[config.mk]
export PLATFORM = sky130hd
export DESIGN_NAME = smacd_judge
export DESIGN_NICKNAME = d
export VERILOG_FILES = /design/src/sma_crossover_detector_top_defines.svh /design/src/smacd_pkg.sv /design/src/smacd_judge.sv
export SDC_FILE = /design/constraint.sdc
export NUM_CORES = 2
export LEC_CHECK = 0
export BUFFER_PORTS_ARGS = -buffer_cell sky130_fd_sc_hd__buf_2
export CAP_MARGIN = 20
export CORE_MARGIN = 8
export CORE_UTILIZATION = 45
export DETAILED_ROUTE_END_ITERATION = 10
export PLACE_DENSITY = 0.6
export SLEW_MARGIN = 10
export SYNTH_ARGS = -nofsm -noshare
export SYNTH_HDL_FRONTEND = slang
export SYNTH_SLANG_ARGS = --single-unit
[constraint.sdc]
create_clock -name clk_i -period 4.5 [get_ports clk_i]
set_clock_uncertainty 0.1 [all_clocks]
set_input_delay 0 -clock clk_i [delete_from_list [all_inputs] [get_ports clk_i]]
set_output_delay 0 -clock clk_i [all_outputs]
set_load 0.1 [all_outputs]
[src/sma_crossover_detector_top_defines.svh]
// ----------------------------------------------------------------------------
// sma crossover detector assertion macros
// concurrent checks clocked on clk_i and held off while rst_ni is low
// ----------------------------------------------------------------------------
`ifndef SMA_CROSSOVER_DETECTOR_TOP_DEFINES_SVH
`define SMA_CROSSOVER_DETECTOR_TOP_DEFINES_SVH

// consequent must hold in the same cycle as the antecedent
`define SMACD_ASSERT_SAME(lbl, ante, cons, msg) \
  lbl: assert property (@(posedge clk_i) disable iff (!rst_ni) (ante) |-> (cons)) \
    else $error(msg);

// consequent must hold in the cycle after the antecedent
`define SMACD_ASSERT_NEXT(lbl, ante, cons, msg) \
  lbl: assert property (@(posedge clk_i) disable iff (!rst_ni) (ante) |=> (cons)) \
    else $error(msg);

`endif

[src/smacd_pkg.sv]
// ----------------------------------------------------------------------------
// smacd_pkg
// shared widths, codes and stage flag types of the sma crossover detector
// ----------------------------------------------------------------------------
`default_nettype none

package smacd_pkg;

  localparam int MAX_WINDOW_DEF = 256;

  localparam int PRICE_W  = 32;
  localparam int PERIOD_W = 9;
  localparam int SIG_W    = 2;
  localparam int APB_DW   = 32;
  localparam int ADDR_W   = 3;
  localparam int REG_IDX_W = 1;

  localparam int PERIOD_MIN = 2;

  localparam logic [PERIOD_W-1:0] SHORT_RST = PERIOD_W'(10);
  localparam logic [PERIOD_W-1:0] LONG_RST  = PERIOD_W'(30);

  localparam logic [REG_IDX_W-1:0] REG_SHORT = REG_IDX_W'(0);
  localparam logic [REG_IDX_W-1:0] REG_LONG  = REG_IDX_W'(1);

  typedef enum logic [SIG_W-1:0] {
    SIG_NONE = 2'd0,
    SIG_BUY  = 2'd1,
    SIG_SELL = 2'd2
  } signal_e;

  typedef enum logic [1:0] {
    REL_EQUAL = 2'd0,
    REL_ABOVE = 2'd1,
    REL_BELOW = 2'd2
  } rel_e;

  // per-word control that travels down the pipeline
  typedef struct packed {
    logic clr;        // series start: sums and prior relation cleared first
    logic keep;       // both windows legal, sums are maintained
    logic sub_short;  // oldest short-window price leaves the sum
    logic sub_long;   // oldest long-window price leaves the sum
    logic use_cmp;    // both averages exist for this sample
    logic arm;        // both averages also existed for the previous sample
  } flags_t;

endpackage

`default_nettype wire

[src/smacd_judge.sv]
// ----------------------------------------------------------------------------
// smacd_judge
// cross-multiplied average compare, crossing decision and output register
// ----------------------------------------------------------------------------
`default_nettype none

module smacd_judge #(
  parameter int MAX_WINDOW = smacd_pkg::MAX_WINDOW_DEF
) (
  input  wire logic                                         clk_i,
  input  wire logic                                         rst_ni,
  input  wire logic                                         cfg_clr_i,
  input  wire logic [smacd_pkg::PERIOD_W-1:0]               short_period_i,
  input  wire logic [smacd_pkg::PERIOD_W-1:0]               long_period_i,
  input  wire logic                                         b_valid_i,
  output logic                                              b_ready_o,
  input  wire smacd_pkg::flags_t                            b_flags_i,
  input  wire logic [smacd_pkg::PRICE_W+$clog2(MAX_WINDOW)-1:0] b_short_total_i,
  input  wire logic [smacd_pkg::PRICE_W+$clog2(MAX_WINDOW)-1:0] b_long_total_i,
  output logic                                              out_valid_o,
  input  wire logic                                         out_ready_i,
  output logic [smacd_pkg::SIG_W-1:0]                       signal_o
);

  localparam int SW = smacd_pkg::PRICE_W + $clog2(MAX_WINDOW);
  localparam int PW = SW + smacd_pkg::PERIOD_W;

  logic          take;
  logic          c_valid_q;
  logic          o_valid_q;
  logic          o_ready;
  logic [PW-1:0] prod_short_q, prod_long_q;
  smacd_pkg::flags_t  flags_q;
  smacd_pkg::rel_e    rel, prior_eff, prior_q;
  smacd_pkg::signal_e sig, signal_q;

  assign o_ready   = !o_valid_q || out_ready_i;
  assign b_ready_o = !c_valid_q || o_ready;
  assign take      = b_valid_i && b_ready_o;

  // short/s against long/l, compared as short*l against long*s
  always_ff @(posedge clk_i) begin
    if (take) begin
      prod_short_q <= PW'(b_short_total_i) * PW'(long_period_i);
      prod_long_q  <= PW'(b_long_total_i) * PW'(short_period_i);
      flags_q      <= b_flags_i;
    end
  end

  always_comb begin
    if (prod_short_q > prod_long_q) begin
      rel = smacd_pkg::REL_ABOVE;
    end else if (prod_short_q < prod_long_q) begin
      rel = smacd_pkg::REL_BELOW;
    end else begin
      rel = smacd_pkg::REL_EQUAL;
    end
    prior_eff = flags_q.clr ? smacd_pkg::REL_EQUAL : prior_q;
    sig = smacd_pkg::SIG_NONE;
    if (flags_q.use_cmp && flags_q.arm) begin
      if (rel == smacd_pkg::REL_ABOVE && prior_eff != smacd_pkg::REL_ABOVE) begin
        sig = smacd_pkg::SIG_BUY;
      end else if (rel == smacd_pkg::REL_BELOW && prior_eff != smacd_pkg::REL_BELOW) begin
        sig = smacd_pkg::SIG_SELL;
      end
    end
  end

  always_ff @(posedge clk_i or negedge rst_ni) begin
    if (!rst_ni) begin
      c_valid_q <= 1'b0;
      o_valid_q <= 1'b0;
      prior_q   <= smacd_pkg::REL_EQUAL;
    end else begin
      if (b_ready_o) begin
        c_valid_q <= b_valid_i;
      end
      if (o_ready) begin
        o_valid_q <= c_valid_q;
      end
      if (cfg_clr_i) begin
        prior_q <= smacd_pkg::REL_EQUAL;
      end else if (o_ready && c_valid_q) begin
        if (flags_q.use_cmp) begin
          prior_q <= rel;
        end else if (flags_q.clr) begin
          prior_q <= smacd_pkg::REL_EQUAL;
        end
      end
    end
  end

  always_ff @(posedge clk_i) begin
    if (o_ready && c_valid_q) begin
      signal_q <= sig;
    end
  end

  assign out_valid_o = o_valid_q;
  assign signal_o    = signal_q;

endmodule

`default_nettype wire

---- Yosys cells after proc, flatten, opt, wreduce, memory -nomap -nowiden ----
Index checks and enable logic that the tools add are counted.
storage, ports and cells
  bits in registers ....................... 107
  latch bits .............................. 0
  RAM bits ................................ 0
  bits in read-only memories .............. 0
  input bits .............................. 109
  output and inout port bits .............. 4
  word-level logic and storage cells ...... 38
  memories ................................ 0
operators by class
  add/subtract/negate cells ............... 0
  $mul .................................... 2
  divide/modulo/power cells ............... 0
  order comparisons ....................... 2
  eq/ne operators ......................... 4
  shift-type cells ........................ 0
  multiplexer cells ....................... 8
  bitwise logic cells ..................... 1
  reduce and logical (&&, ||, !) cells .... 11
operator list
  operator              number
  $mul A40 B9 Y49       2
  $gt A49 B49 Y1        1
  $lt A49 B49 Y1        1
  $mux W2               7
  $logic_and A1 B1 Y1   5
  $eq A2 B1 Y1 const B  1
  $eq A2 B2 Y1 const B  1
  $logic_not A1 Y1      2
  $logic_or A1 B1 Y1    2
  $ne A2 B1 Y1 const B  1
  $ne A2 B2 Y1 const B  1
  $reduce_bool A2 Y1    1
  $reduce_or A2 Y1      1
  $mux W1               1
  $not A1 Y1            1

---- Longest topological paths before layout ----
  word-level depth ........................ 7
  depth in mapped cells ................... 21
  depth with buffers taken out ............ 20

---- Worst setup path after synthesis ----
OpenSTA, ideal clock, no wires.
  path kind ............................... input port to flip-flop
  from .................................... input port long_period_i[0] in the netlist's numbering
  to ...................................... register prod_short_q[47], data pin
  setup time .............................. 0.260 ns
  arrival ................................. 4.629 ns
  data required time ...................... 4.140 ns
  path slack .............................. -0.489 ns
  stages .................................. 19
  path buffers ............................ 1
  cell sequence ........................... clkbuf_1 nand2_1 fa_1 inv_1 fa_1 inv_1 fa_1 fa_1 inv_1 ha_1 a21o_1 a21oi_2 a2111oi_2 or3_4 o21ai_2 a41oi_2 a211o_1 a311oi_2 xnor2_1
between the ends
  word-level cells in the longest chain between the ends .. 1
RTL lines
  element               RTL line           RTL
  from (decl)           smacd_judge.sv:14  input wire logic [smacd_pkg::PERIOD_W-1:0] long_period_i,
  $mul A40 B9 Y49       smacd_judge.sv:44  prod_short_q <= PW'(b_short_total_i) * PW'(long_period_i);
  to (signal assigned)  smacd_judge.sv:44
  to (decl)             smacd_judge.sv:32  logic [PW-1:0] prod_short_q, prod_long_q;
Every way passes these cells.
A chain may end at the register's enable or synchronous reset.

---- Final worst setup path ----
  from .................................... input port short_period_i[8] in the netlist's numbering
  to ...................................... register prod_long_q[42], data pin
between the ends
  word-level cells in the longest chain between the ends .. 1
RTL lines
  element               RTL line           RTL
  from (decl)           smacd_judge.sv:13  input wire logic [smacd_pkg::PERIOD_W-1:0] short_period_i,
  $mul A40 B9 Y49       smacd_judge.sv:45  prod_long_q <= PW'(b_long_total_i) * PW'(short_period_i);
  to (signal assigned)  smacd_judge.sv:45
  to (decl)             smacd_judge.sv:32
Every way passes these cells.

==> results_dict.tcl <==
set metrics [dict create \
    die_y_um 260.3 \
    slew_headroom 0.5033 \
    drv_cap 0 \
    crit_arrival_ps 4580 \
    clkTransAtPathRegs_ps 60 \
    floorplan.die_area_um2 67750 \
    drive_gt1_frac 0.2389 \
    synth_fa_ha_area_frac 0.4852 \
    clock_sink_count 107 \
    avgSynthCellArea_um2 9.069 \
    final_area_um2 34110 \
    worstSetupPathType "primary input to flip-flop" \
    pwr-share-seq 0.094 \
    synth_top_family_by_area "adder cells" \
    worst_pin_slew_ps 739.3 \
    power_w 0.02571 \
    nets 4278 \
    io_pins 113 \
    power.leakage_nw 17.32 \
    seq_area_frac_synth 0.1189 \
    cp_max_fo 6 \
    clockBufferDepth 2 \
    grt_start_max_net_pins 55 \
    syn_area_um2 26850 \
    drc_errors 0 \
    drt_iter0_drc 762 \
    synth_cells 2961 \
    synth_compound_area_frac 0.07665 \
    antennaDiodeCount 0 \
    gp_congestion 0.8804 \
    drt_pass1_iterations 6 \
    finalWirelength_um 65250 \
    postPlaceCellArea_um2 31450 \
    synth_most_common_cell "inv_1" \
    grt_pass1_wl_um 108700 \
    tritoncts "built" \
    cts-root-buf "clkbuf_16" \
    tns_ps -163.0 \
    combPwrFrac 0.874 \
    violations "negative setup slack" \
    yosys.area.top_type "fa_1" \
    start_kind "primary input" \
    synthFlopType "edfxtp_1" \
    synth-simple-area-share 0.1858 \
    p_switching_w 0.01170 \
    muxShareOfSynthArea 0.0004193 \
    critPathRequiredTime_ps 4490 \
    drt-wirelength-per-cell_um 15.44 \
    synthArstFlopShare 0.03738 \
    port_buffers 109 \
    hold_path_class "primary input to flip-flop" \
    hp-start "b_long_total_i[0]" \
    r2r-end "signal_o[0]$_SDFFCE_PN0P_" \
    synth_seq_cells 107 \
    dp_slack_ps -793.6 \
    endpoint_kind "flip-flop" \
    rsz0062_at_grt "yes" \
    grt_pass1_vias 23740 \
    slew_viol_final 0 \
    fp.dieW_um 260.3 \
    min_to "prod_long_q[0]$_DFFE_PP_" \
    synth.net_count 3791 \
    rr_worst_depth 10 \
    hold_ws_ps 82.36 \
    synth-xor-area-share 0.02674 \
    dp_hpwl_um 54140 \
    synth_edf_count 103 \
    viasPerCell 5.024 \
    finalHoldViolCount 0 \
    p_int_w 0.01401 \
    synthTopCellsByCount "658 x inv_1, 534 x fa_1, 432 x and2_1" \
    status "finished with violations" \
    p_per_area_nw_per_um2 753.7 \
    synth_cell_types 65 \
    crit-reg2reg-launch "prod_short_q[42]$_DFFE_PP_" \
    setup_violations 5 \
    cts_htree_levels 3 \
    row_count 89 \
    ant_nets 0 \
    min_period_ps 4593 \
    switching_share 0.4549 \
    hold_depth 3 \
    grt_antenna_before_repair 0 \
    setup_ws_ps -93.08 \
    fill_cells 5117 \
    yosysTopAreaCellShare 0.3981 \
    max_freq_mhz 217.7 \
    vias 21231 \
    syn_to_final_growth_pct 27.03 \
    ir_drop_mv 0.5176 \
    ys_top_cells_by_area "fa_1 40%, edfxtp_1 12%, and2_1 10%, inv_1 9.2%, ha_1 8.7%" \
    power_frac_clock 0.032 \
    fin_crit_sh 1.021 \
    initial_core_util 0.4550 \
    ff2ff_setup_slack_ps 1730 \
    yosysWarningCount 0 \
    cts-buffers-inserted 9 \
    startpoint "short_period_i[8]" \
    gr-total-overflow 0 \
    clk_latency_ps 350 \
    grt_usage 0.1912 \
    core_um2 59020 \
]
-- critical path, stage by stage --
cell,delay (ps)
buf_12,120
clkbuf_16,140
and2_4,130
fa_1,560
fa_2,460
fa_1,570
inv_2,50
fa_2,550
inv_2,50
ha_4,240
a21oi_4,140
o21a_1,190
o31ai_4,100
a211o_4,370
a31oi_4,170
o21ai_2,110
a211oi_2,340
o311ai_2,120
xor2_1,160
-- sequential cells by signal, indices dropped and copies added (netlist names) --
register and flops:
prior_q 2, flags_q 3, out_valid_o 1, prod_long_q 49
prod_short_q 49, signal_o 2, c_valid_q 1
-- layout make-up --
| class | count | area [um^2] | share of cell area |
|---|---|---|---|
| Clock buffer | 12 | 266.5 | 0.007813 |
| Inverter | 658 | 2470 | 0.07241 |
| Tap cell | 773 | 967.2 | 0.02835 |
| Clock inverter | 4 | 47.55 | 0.001394 |
| Timing Repair Buffer | 578 | 5030 | 0.1475 |
| Multi-Input combinational cell | 2094 | 22140 | 0.6490 |
| Sequential cell | 107 | 3193 | 0.09361 |
-- cells by family (layout without fill, tap and decap cells) --
logic type | Yosys count | after routing
xor gates and xnor gates | 82 | 82
DFF | 107 | 107
adders and majority gates | 721 | 721
AOI/OAI and AO/OA | 321 | 321
buffers and inverters | 760 | 1252
muxes | 1 | 1
and+or+nand+nor | 969 | 969
-- worst max path at each step --
stage | end | slack [ps] | cells after the start
after CTS | prod_short_q[30]$_DFFE_PP_ | -120 | 19
after floorplan | prod_short_q[47]$_DFFE_PP_ | -180 | 19
after detailed placement | prod_short_q[46]$_DFFE_PP_ | -790 | 20
after global routing | prod_long_q[42]$_DFFE_PP_ | -190 | 19
after global placement | prod_short_q[48]$_DFFE_PP_ | -710 | 20
final | prod_long_q[42]$_DFFE_PP_ | -90 | 19
-- per-stage QoR --
step / utilization / cells
floorplan: - / 2961
global placement: 0.5329 / 4143
detailed placement: 0.5329 / 4143
CTS: 0.5522 / 4184
global route: 0.5780 / 4226
finish: 0.5780 / 4226
-- layer usage --
| layer | track usage | wire [um] | up-vias |
|---|---|---|---|
| met4 | 0.04279 | 1395 | 0 |
| met1 | 0.2128 | 25110 | 10861 |
| met2 | 0.3880 | 37370 | 278 |
| li1 | - | - | 9974 |
| met3 | 0.01420 | 1374 | 118 |
| met5 | 0 | 0 | - |
-- timing repair --
item / CTS / global route
hold endpoints to repair: 11 / 0
buffers inserted: 15 / 33
hold buffers: 9 / 0
gates resized for setup: 143 / 267
gates cloned: 1 / 11
endpoints found under the setup margin: 40 / 44
pin swaps: 64 / 151
-- power by group through the flow --
stage | logic, W | registers [W] | clock network, W
final | 0.0225 | 0.00242 | 0.000810
after global routing | 0.0250 | 0.00247 | 0.000865
after CTS | 0.0209 | 0.00243 | 0.000829
after detailed placement | 0.0198 | 0.00245 | 0
after global placement | 0.0194 | 0.00245 | 0
after floorplan | 0.0123 | 0.00241 | 0
-- cell usage in the layout, fill, tap and decap left out, drive strengths merged, types with 6 or more instances in the layout --
| cell | n |
|---|---|
| a211oi | 10 |
| o21bai | 6 |
| buf | 552 |
| a21oi | 104 |
| a31oi | 14 |
| nor2 | 63 |
| nand3 | 17 |
| inv | 658 |
| nor2b | 14 |
| dlygate4sd3 | 9 |
| o21a | 11 |
| nor3 | 12 |
| and3 | 18 |
| edfxtp | 103 |
| fa | 534 |
| o21ai | 67 |
| xnor2 | 53 |
| nand4 | 28 |
| o211ai | 6 |
| clkbuf | 29 |
| and2 | 432 |
| ha | 187 |
| a21o | 59 |
| xor2 | 29 |
| nand2 | 359 |
| nand2b | 12 |
No activity file was read; power rests on OpenSTA's default activity.
