$ cat config.mk
export PLATFORM = sky130hd
export DESIGN_NAME = smacd_accum
export DESIGN_NICKNAME = d
export VERILOG_FILES = /design/src/sma_crossover_detector_top_defines.svh /design/src/smacd_pkg.sv /design/src/smacd_accum.sv
export SDC_FILE = /design/constraint.sdc
export NUM_CORES = 1
export LEC_CHECK = 0
export ABC_AREA = 0
export BUFFER_PORTS_ARGS = -buffer_cell sky130_fd_sc_hd__buf_2
export CORE_ASPECT_RATIO = 0.5
export CORE_MARGIN = 5
export CORE_UTILIZATION = 45
export CTS_BUF_LIST = sky130_fd_sc_hd__clkbuf_16
export CTS_CLUSTER_DIAMETER = 50
export DETAILED_ROUTE_END_ITERATION = 7
export PLACE_DENSITY = 0.67
export SETUP_SLACK_MARGIN = 0.15
export SLEW_MARGIN = 10
export SYNTH_ARGS = -nofsm -noshare
export SYNTH_HDL_FRONTEND = slang
export SYNTH_SLANG_ARGS = --single-unit
export TNS_END_PERCENT = 10
$ cat constraint.sdc
create_clock -name clk_i -period 5 [get_ports clk_i]
set_input_delay 1 -clock clk_i [delete_from_list [all_inputs] [get_ports clk_i]]
set_output_delay 1 -clock clk_i [all_outputs]
set_load 0.02 [all_outputs]
$ cat src/sma_crossover_detector_top_defines.svh
// ----------------------------------------------------------------------------
// sma crossover detector assertion macros
// concurrent checks clocked on clk_i and held off while rst_ni is low
// ----------------------------------------------------------------------------
`ifndef SMA_CROSSOVER_DETECTOR_TOP_DEFINES_SVH
`define SMA_CROSSOVER_DETECTOR_TOP_DEFINES_SVH

// consequent must hold in the same cycle as the antecedent
`define SMACD_ASSERT_SAME(lbl, ante, cons, msg) \
  lbl: assert property (@(posedge clk_i) disable iff (!rst_ni) (ante) |-> (cons)) \
    else $error(msg);

// consequent must hold in the cycle after the antecedent
`define SMACD_ASSERT_NEXT(lbl, ante, cons, msg) \
  lbl: assert property (@(posedge clk_i) disable iff (!rst_ni) (ante) |=> (cons)) \
    else $error(msg);

`endif

$ cat src/smacd_pkg.sv
// ----------------------------------------------------------------------------
// smacd_pkg
// shared widths, codes and stage flag types of the sma crossover detector
// ----------------------------------------------------------------------------
`default_nettype none

package smacd_pkg;

  localparam int MAX_WINDOW_DEF = 256;

  localparam int PRICE_W  = 32;
  localparam int PERIOD_W = 9;
  localparam int SIG_W    = 2;
  localparam int APB_DW   = 32;
  localparam int ADDR_W   = 3;
  localparam int REG_IDX_W = 1;

  localparam int PERIOD_MIN = 2;

  localparam logic [PERIOD_W-1:0] SHORT_RST = PERIOD_W'(10);
  localparam logic [PERIOD_W-1:0] LONG_RST  = PERIOD_W'(30);

  localparam logic [REG_IDX_W-1:0] REG_SHORT = REG_IDX_W'(0);
  localparam logic [REG_IDX_W-1:0] REG_LONG  = REG_IDX_W'(1);

  typedef enum logic [SIG_W-1:0] {
    SIG_NONE = 2'd0,
    SIG_BUY  = 2'd1,
    SIG_SELL = 2'd2
  } signal_e;

  typedef enum logic [1:0] {
    REL_EQUAL = 2'd0,
    REL_ABOVE = 2'd1,
    REL_BELOW = 2'd2
  } rel_e;

  // per-word control that travels down the pipeline
  typedef struct packed {
    logic clr;        // series start: sums and prior relation cleared first
    logic keep;       // both windows legal, sums are maintained
    logic sub_short;  // oldest short-window price leaves the sum
    logic sub_long;   // oldest long-window price leaves the sum
    logic use_cmp;    // both averages exist for this sample
    logic arm;        // both averages also existed for the previous sample
  } flags_t;

endpackage

`default_nettype wire

$ cat src/smacd_accum.sv
// ----------------------------------------------------------------------------
// smacd_accum
// running window sums, updated from the history words read for each sample
// ----------------------------------------------------------------------------
`default_nettype none

module smacd_accum #(
  parameter int MAX_WINDOW = smacd_pkg::MAX_WINDOW_DEF
) (
  input  wire logic                                         clk_i,
  input  wire logic                                         rst_ni,
  input  wire logic                                         cfg_clr_i,
  input  wire logic                                         s1_valid_i,
  output logic                                              s1_ready_o,
  input  wire logic [smacd_pkg::PRICE_W-1:0]                s1_price_i,
  input  wire smacd_pkg::flags_t                            s1_flags_i,
  input  wire logic [smacd_pkg::PRICE_W-1:0]                s1_old_short_i,
  input  wire logic [smacd_pkg::PRICE_W-1:0]                s1_old_long_i,
  output logic                                              b_valid_o,
  input  wire logic                                         b_ready_i,
  output smacd_pkg::flags_t                                 b_flags_o,
  output logic [smacd_pkg::PRICE_W+$clog2(MAX_WINDOW)-1:0]  b_short_total_o,
  output logic [smacd_pkg::PRICE_W+$clog2(MAX_WINDOW)-1:0]  b_long_total_o
);

  localparam int SW = smacd_pkg::PRICE_W + $clog2(MAX_WINDOW);

  logic          take;
  logic          b_valid_q;
  logic [SW-1:0] short_q, short_d, short_base;
  logic [SW-1:0] long_q, long_d, long_base;
  smacd_pkg::flags_t flags_q;

  assign s1_ready_o = !b_valid_q || b_ready_i;
  assign take       = s1_valid_i && s1_ready_o;

  always_comb begin
    short_base = s1_flags_i.clr ? '0 : short_q;
    long_base  = s1_flags_i.clr ? '0 : long_q;
    short_d    = short_base;
    long_d     = long_base;
    if (s1_flags_i.keep) begin
      short_d = short_base + SW'(s1_price_i)
              - (s1_flags_i.sub_short ? SW'(s1_old_short_i) : '0);
      long_d  = long_base + SW'(s1_price_i)
              - (s1_flags_i.sub_long ? SW'(s1_old_long_i) : '0);
    end
  end

  always_ff @(posedge clk_i or negedge rst_ni) begin
    if (!rst_ni) begin
      short_q   <= '0;
      long_q    <= '0;
      b_valid_q <= 1'b0;
    end else begin
      if (cfg_clr_i) begin
        short_q <= '0;
        long_q  <= '0;
      end else if (take) begin
        short_q <= short_d;
        long_q  <= long_d;
      end
      if (s1_ready_o) begin
        b_valid_q <= s1_valid_i;
      end
    end
  end

  always_ff @(posedge clk_i) begin
    if (take) begin
      flags_q <= s1_flags_i;
    end
  end

  // the running sums double as this stage's payload
  assign b_valid_o       = b_valid_q;
  assign b_flags_o       = flags_q;
  assign b_short_total_o = short_q;
  assign b_long_total_o  = long_q;

endmodule

`default_nettype wire

* Yosys cells after proc, flatten, opt, wreduce, memory -nomap -nowiden *
Index checks and enable logic that the tools add are counted.

operators by class
  $add $sub $neg = 4
  muxes and demuxes = 10
  reduce and logical (&&, ||, !) cells = 4

operator list
  kind                          number
  two-way mux 40 bit            8
  adder 40 x 32 -> 40 bit       2
  subtractor 40 x 32 -> 40 bit  2
  two-way mux 32 bit            2
  nonzero test 2 bit            1
  logical AND 1 bit             1
  logical NOT 1 bit             1
  logical OR 1 bit              1

storage, ports and cells
  register bits after elaboration = 87
  output and inout port bits = 88
  word-level logic and storage cells = 27

* Logic depth before layout (Yosys ltp) *
Gate-level depths: netlist (run 1).

  depth in word-level cells = 6
  gate-level depth with buffers = 17
  gate-level depth less buffers = 14

* Least setup slack after synthesis (run 1) *
Ideal clock, no wire load.

  kind = in2reg
  start = in s1_flags_i[5] (netlist name)
  end = reg short_q[39] (netlist: b_short_total_o[39])
  library setup time = 0.116 ns
  data arrival time = 4.677 ns
  required time = 4.884 ns
  slack = 0.208 ns
  stages = 16
  path through = clkbuf_1 clkbuf_1 clkbuf_1 nand2b_1 fa_1 inv_1 ha_1 clkbuf_1 nand4_1 or3_1 o31ai_1 o21bai_1 nor4_1 o31ai_1 mux2_2 o311ai_0

on the way
  word-level cells in the longest chain between the ends = 6

RTL lines
  element                       line               source
  start: declaration            smacd_accum.sv:16  input wire smacd_pkg::flags_t s1_flags_i,
  two-way mux 40 bit (*)        smacd_accum.sv:38  short_base = s1_flags_i.clr ? '0 : short_q;
  adder 40 x 32 -> 40 bit       smacd_accum.sv:43  short_d = short_base + SW'(s1_price_i)
  subtractor 40 x 32 -> 40 bit  smacd_accum.sv:44  - (s1_flags_i.sub_short ? SW'(s1_old_short_i) : '0);
  two-way mux 40 bit (*)        smacd_accum.sv:42  if (s1_flags_i.keep) begin
  two-way mux 40 bit (*)        smacd_accum.sv:59  end else if (take) begin
  two-way mux 40 bit (*)        smacd_accum.sv:56  if (cfg_clr_i) begin
  end signal: assignment        smacd_accum.sv:60  short_q <= short_d;
  end: declaration              smacd_accum.sv:30  logic [SW-1:0] short_q, short_d, short_base;

Every way passes the cells marked *; elsewhere a longest branch is shown, timed or not. The select of a mux whose other input is x is not followed.
A chain may end at the register's enable or synchronous reset.

* Worst setup path after layout (run 1) *
Ends and elaborated chain as after synthesis.

==> impl_metrics.tcl, run 1 <==
set metrics [dict create \
    run_status "complete, no violations" \
    synth_commonest_cells "188 x sky130_fd_sc_hd__inv_1, 101 x sky130_fd_sc_hd__a21oi_1, 92 x sky130_fd_sc_hd__nand2_1" \
    final_period_minus_worst_setup_slack_ps 4520 \
    ctsHoldBuffers 0 \
    path_max_fanout 19 \
    clock-skew-final_ps 10.3 \
    route.antenna.remaining_nets 0 \
    global_route_wire_length_before_repair_mm 53.1 \
    synth_largest_area_cell "sky130_fd_sc_hd__dfrtp_1" \
    r2r_start "b_short_total_o[18]" \
    post_cts_resize_count 0 \
    drv_cap 0 \
    detailed_place_hpwl_mm 26.6 \
    grt_pass1_vias 10100 \
    num_io_pins 195 \
    max_slew_margin 0.327 \
    postLayoutCoreUtil 0.538 \
    clk_root_buffer_cell "sky130_fd_sc_hd__clkbuf_16" \
    synth_area_mm2 0.0104 \
    wire_length_after_detailed_routing_mm 33.2 \
    async_reset_ff_frac 0.931 \
    clock_latency_ps 370 \
    worst-endpoint-required_ps 5240 \
    fmaxAchievable_mhz 221 \
    drcViolationCount 0 \
    post_synth_main_area_contributors "sky130_fd_sc_hd__dfrtp_1 19%, sky130_fd_sc_hd__fa_1 12%, sky130_fd_sc_hd__ha_1 9.6%" \
    clock_tree.htree_level_count 3 \
    setup.worst_path.start_class "input port" \
    reg2reg_depth 12 \
    num_vias 10000 \
    post_synth_num_cell_types 69 \
    global_route.usage.total 0.249 \
    ys_seq_area_frac 0.212 \
    grt_start_max_net_pins 42 \
    initialDrtViolationCount 704 \
    timing.setup.tns_ps 0 \
    cts-root-to-sink-buffers 2 \
    core_area_mm2 0.0228 \
    power.static_leakage_nw 6.50 \
    finalMaxSlewViolations 0 \
    clk_transition_reported_paths_ps 70 \
    layout-drive-gt1-share 0.184 \
    unrepaired_setup_endpoints_after_global_routing "false" \
    detailedRoute.firstPassIterationCount 5 \
    cts_num_sinks 87 \
    critPathKind "input port to flop" \
    synth_largest_type_area_fraction 0.194 \
    vdd_drop_max_mv 0.190 \
    netlist_instances 1300 \
    tritoncts_clock_tree "built" \
    globalRouteOverflowTotal 0 \
    syn_area_per_cell_um2 8.02 \
    critPathCaptureType "flop" \
    setup_viol_count_final 0 \
    worst_setup_endpoint "b_short_total_o[39]" \
    startpoint "s1_flags_i[5]" \
    buffer_ports.inserted 194 \
    gp_congestion 0.973 \
    area_growth_syn_to_layout_pct 17.5 \
    synthesis.nets 1551 \
    postCtsSetupBuffers 0 \
    place_inst 1788 \
    synth.ff_latch_count 87 \
    cts_inserted_buffers 9 \
    ff_latch_area_mm2 0.00221 \
    synth_ff_type "sky130_fd_sc_hd__dfrtp_1" \
    edff_count_synth 6 \
    synth.most_common_cell "sky130_fd_sc_hd__inv_1" \
    finalCritPeriodShare 0.905 \
    antenna_found_initial 0 \
    final.fill_count 2208 \
    antenna_cells_inserted 0 \
    floorplan.die.width_um 225 \
    synth_warnings 0 \
    layout_nets 1743 \
    regToRegEndpoint "b_short_total_o[39]" \
    post_drt_wl_per_cell_um 18.4 \
    core.rowCount 39 \
    vias_per_cell 5.56 \
    tightestPinTransition_ps 1010 \
    worst-endpoint-arrival_ps 4770 \
    hold_removal_path_class "flop to flop" \
    fp.dieArea_mm2 0.0265 \
    dieHeight_um 118 \
    timing.reg2reg.setup_slack_ps 1210 \
    finalHoldViolations 0 \
    multi_input_area_mm2 0.00730 \
    power-per-cell-area_mw_per_mm2 289 \
    start_util 0.458 \
    post_layout_nonfiller_instances 1804 \
]
-- cells by family after synthesis --
logic type,Yosys count,share of synthesized area
AND/OR/NAND/NOR,404,0.205
flip-flops,87,0.212
buffers and inverters,248,0.0895
AO/OA/AOI/OAI,348,0.216
XOR/XNOR,65,0.0546
adder cells (fa/ha/maj),144,0.219
multiplexers,4,0.00408
-- report_power, final --
group | total (mW) | switching [mW] | internal (mW)
Clock | 0.739 | 0.345 | 0.395
Sequential | 0.834 | 0.0599 | 0.774
Combinational | 1.96 | 1.16 | 0.805
Total | 3.54 | 1.56 | 1.97
-- worst max-delay path: stages --
cell and delay [ps]:
sky130_fd_sc_hd__buf_2 140, sky130_fd_sc_hd__buf_12 160, sky130_fd_sc_hd__buf_4 180, sky130_fd_sc_hd__nand2b_1 170, sky130_fd_sc_hd__fa_1 510, sky130_fd_sc_hd__inv_1 40
sky130_fd_sc_hd__ha_1 320, sky130_fd_sc_hd__nand4_1 120, sky130_fd_sc_hd__or3_1 380, sky130_fd_sc_hd__o31ai_1 260, sky130_fd_sc_hd__o21bai_1 260, sky130_fd_sc_hd__nor4_1 140
sky130_fd_sc_hd__o31ai_1 400, sky130_fd_sc_hd__mux2_2 380, sky130_fd_sc_hd__o311ai_0 290
-- through the flow --
step	total power, mW	hold WS (ps)	instance area [um2]	setup slack [ps]
global route	3.80	536	12300	318
CTS	3.55	510	12300	507
finish	3.54	504	12300	476
global placement	2.77	493	11900	263
floorplan	2.20	609	10400	208
detailed placement	2.79	493	11900	90.9
-- how the worst min path moves through the flow --
stage | slack [ps] | from | depth (start not counted) | to
finish | 500 | b_long_total_o[27] | 2 | b_long_total_o[27]
global route | 540 | b_long_total_o[27] | 2 | b_long_total_o[27]
CTS | 510 | b_long_total_o[27] | 2 | b_long_total_o[27]
detailed placement | 490 | b_long_total_o[27] | 2 | b_long_total_o[27]
global placement | 490 | b_long_total_o[27] | 2 | b_long_total_o[27]
floorplan | 610 | b_long_total_o[12] | 2 | b_long_total_o[12]
-- per-layer routing --
metal,part of all wire,global-route usage
met3,0.057,0.0376
met2,0.46,0.405
met4,0.037,0.0929
met5,0,0
met1,0.45,0.336
-- placed cells by master, fill, tap and decap left out, types with 4 or more instances in the layout --
cell,netlist,layout
sky130_fd_sc_hd__buf_4,0,45
sky130_fd_sc_hd__fa_1,64,64
sky130_fd_sc_hd__o21a_1,5,5
sky130_fd_sc_hd__a31oi_1,12,12
sky130_fd_sc_hd__or3_1,7,7
sky130_fd_sc_hd__edfxtp_1,6,6
sky130_fd_sc_hd__nor2b_1,6,5
sky130_fd_sc_hd__nand4_1,17,17
sky130_fd_sc_hd__o22ai_1,4,4
sky130_fd_sc_hd__a32o_1,4,4
sky130_fd_sc_hd__nand2_1,92,92
sky130_fd_sc_hd__inv_1,188,188
sky130_fd_sc_hd__ha_1,80,80
sky130_fd_sc_hd__a22oi_1,34,34
sky130_fd_sc_hd__xor2_1,31,31
sky130_fd_sc_hd__nand2b_1,82,82
sky130_fd_sc_hd__nor4_1,4,4
sky130_fd_sc_hd__o21bai_1,15,15
sky130_fd_sc_hd__dfrtp_1,81,81
sky130_fd_sc_hd__clkbuf_16,0,9
sky130_fd_sc_hd__xnor2_1,34,34
sky130_fd_sc_hd__buf_2,2,193
sky130_fd_sc_hd__and3_1,10,10
sky130_fd_sc_hd__o211ai_1,4,4
sky130_fd_sc_hd__nor2_1,67,67
sky130_fd_sc_hd__a21o_1,52,52
sky130_fd_sc_hd__a21oi_1,101,101
sky130_fd_sc_hd__nor3_1,8,8
sky130_fd_sc_hd__nand3_1,20,20
sky130_fd_sc_hd__o21ai_0,72,72
sky130_fd_sc_hd__and2_1,73,73
sky130_fd_sc_hd__o31ai_1,9,9
-- cell type report --
| cell class | count | share of cell area |
|---|---|---|
| Tap cell | 307 | 0.0313 |
| Clock buffer | 9 | 0.0184 |
| Sequential cell | 87 | 0.180 |
| Inverter | 189 | 0.0579 |
| Multi-Input combinational cell | 965 | 0.596 |
| Clock inverter | 7 | 0.00664 |
| Timing Repair Buffer | 240 | 0.110 |
-- registers in the layout (all words and copies together), names as in the netlist --
register	count
b_short_total_o	40
b_flags_o	6
b_long_total_o	40
b_valid_o	1
Note: power is estimated with default switching activity, not from simulation.
==> inputs of run 2 (changes only) <==
Settings changed: CORE_ASPECT_RATIO 0.5 to not set.
==> impl_metrics.tcl, run 2 (synthesis gave the netlist of run 1 again) <==
set metrics [dict create \
    power-per-cell-area_mw_per_mm2 290 \
    gp_congestion 0.935 \
    vias_per_cell 5.51 \
    core_area_mm2 0.0227 \
    reg2reg_depth 12 \
    final.fill_count 2219 \
    layout_nets 1725 \
    max_slew_margin 0.373 \
    critPathCaptureType "flop" \
    route.antenna.remaining_nets 0 \
    detail_route.wirelength.met1_mm 14.5 \
    detailedRoute.firstPassIterationCount 5 \
    detailed_place_hpwl_mm 25.5 \
    clk_transition_reported_paths_ps 80 \
    initialDrtViolationCount 703 \
    tightestPinTransition_ps 938 \
    fmaxAchievable_mhz 223 \
    grt_pass1_vias 9689 \
    clock_tree.htree_level_count 3 \
    critical-path-top-delay-family "compound AO/OA/AOI/OAI gates" \
    worst-endpoint-arrival_ps 4720 \
    met3WireLength_mm 1.91 \
    cp.depth 14 \
    num_io_pins 195 \
    timing.reg2reg.setup_slack_ps 1160 \
    regToRegEndpoint "b_short_total_o[39]" \
    drv_cap 0 \
    worst_setup_endpoint "b_short_total_o[39]" \
    clk_root_buffer_cell "sky130_fd_sc_hd__clkbuf_16" \
    critPathMostFrequentCell "sky130_fd_sc_hd__o31ai_1" \
    global_route_wire_length_before_repair_mm 52.0 \
    drcViolationCount 0 \
    post_cts_resize_count 0 \
    layout_common_cells "192 x sky130_fd_sc_hd__buf_2, 189 x sky130_fd_sc_hd__inv_1, 101 x sky130_fd_sc_hd__a21oi_1, 92 x sky130_fd_sc_hd__nand2_1, 82 x sky130_fd_sc_hd__nand2b_1" \
    power.static_leakage_nw 6.42 \
    hold_slack_ps 510 \
    timing.setup.tns_ps 0 \
    detailroute.wirelength.met2_mm 15.6 \
    cp_num_buf_inv 3 \
    hold_depth 2 \
    clock-skew-final_ps 12.9 \
    floorplan.die.width_um 162 \
    final_period_minus_worst_setup_slack_ps 4480 \
    core.rowCount 55 \
    dieHeight_um 162 \
    cp_slowest_stage_delay_ps 500 \
    finalMaxSlewViolations 0 \
    globalRouteOverflowTotal 0 \
    cts_inserted_buffers 9 \
    ctsHoldBuffers 0 \
    worst-endpoint-required_ps 5230 \
    post_drt_wl_per_cell_um 18.5 \
    vdd_drop_max_mv 0.150 \
    cts-root-to-sink-buffers 2 \
    hold_removal_path_class "flop to flop" \
    start_util 0.459 \
    startpoint "s1_flags_i[5]" \
    layout-drive-gt1-share 0.172 \
    postCtsSetupBuffers 0 \
    antenna_found_initial 2 \
    setup_viol_count_final 0 \
    crit_chain "buf_2 -> buf_12 -> nand2b_1 -> fa_1 -> inv_1 -> ha_1 -> nand4_1 -> or3_1 -> o31ai_1 -> o21bai_1 -> nor4_1 -> o31ai_1 -> mux2_2 -> o311ai_0" \
    grt_start_max_net_pins 48 \
    wire_length_after_detailed_routing_mm 32.8 \
    run_status "complete, no violations" \
    global_route.usage.total 0.249 \
    fp.dieArea_mm2 0.0263 \
    tritoncts_clock_tree "built" \
    finalCritPeriodShare 0.897 \
    unrepaired_setup_endpoints_after_global_routing "false" \
    layout_commonest_cell "sky130_fd_sc_hd__buf_2" \
    buffer_ports.inserted 194 \
    setup.worst_path.start_class "input port" \
    path_max_fanout 45 \
    cpMaxStageDelayCell "sky130_fd_sc_hd__fa_1" \
    cts_num_sinks 87 \
    critPathKind "input port to flop" \
    r2r_start "b_short_total_o[13]" \
    clock_latency_ps 370 \
    postLayoutCoreUtil 0.533 \
    finalHoldViolations 0 \
    area_growth_syn_to_layout_pct 15.9 \
    top_layer_used "met4" \
    num_vias 9728 \
]
[run 2: through the flow]
stage                     cells  power, mW  setup slack [ps]  cell area (um2)
final                      1766       3.51               517            12100
after detailed placement   1748       2.73              53.9            11800
after global placement     1748       2.71               218            11800
after global routing       1766       3.77               182            12100
after CTS                  1764       3.51               471            12100
after floorplan            1300       2.20               208            10400
[run 2: final cells by class]
type                            count  area, um2  share of cell area
Sequential cell                    87       2210               0.183
Inverter                          189        709              0.0587
Multi-Input combinational cell    965       7300               0.604
Timing Repair Buffer              222       1200              0.0991
Tap cell                          285        357              0.0295
Antenna cell                        2       5.00            0.000414
Clock inverter                      7       88.8             0.00735
Clock buffer                        9        225              0.0186
[run 2: worst reg2reg max path, cell delays in order (launching register included)]
cell and delay [ps]:
sky130_fd_sc_hd__dfrtp_1 400, sky130_fd_sc_hd__nand2b_1 90, sky130_fd_sc_hd__fa_1 500, sky130_fd_sc_hd__inv_1 40
sky130_fd_sc_hd__ha_1 300, sky130_fd_sc_hd__nand4_1 220, sky130_fd_sc_hd__or3_1 420, sky130_fd_sc_hd__o31ai_1 220
sky130_fd_sc_hd__o21bai_1 210, sky130_fd_sc_hd__nor4_1 120, sky130_fd_sc_hd__o31ai_1 460, sky130_fd_sc_hd__mux2_2 390
sky130_fd_sc_hd__o311ai_0 330
[run 2: worst min-delay path by stage]
stage	end	from	slack [ps]
finish	b_long_total_o[29]	b_long_total_o[29]	510
global route	b_short_total_o[22]	b_short_total_o[22]	530
CTS	b_short_total_o[33]	b_short_total_o[33]	520
detailed placement	b_short_total_o[33]	b_short_total_o[33]	500
global placement	b_short_total_o[12]	b_short_total_o[12]	490
floorplan	b_long_total_o[12]	b_long_total_o[12]	610
[run 2: power breakdown]
group	switching, mW	leakage, nW	internal, mW
sequential	0.0580	1.16	0.774
combinational	1.14	5.10	0.771
clock	0.334	0.154	0.436
total	1.53	6.42	1.98
[run 2: layer usage]
layer	global-route usage	vias up
li1	-	4715
met1	0.336	4670
met2	0.408	289
met3	0.0469	54
met4	0.0738	0
met5	0	-
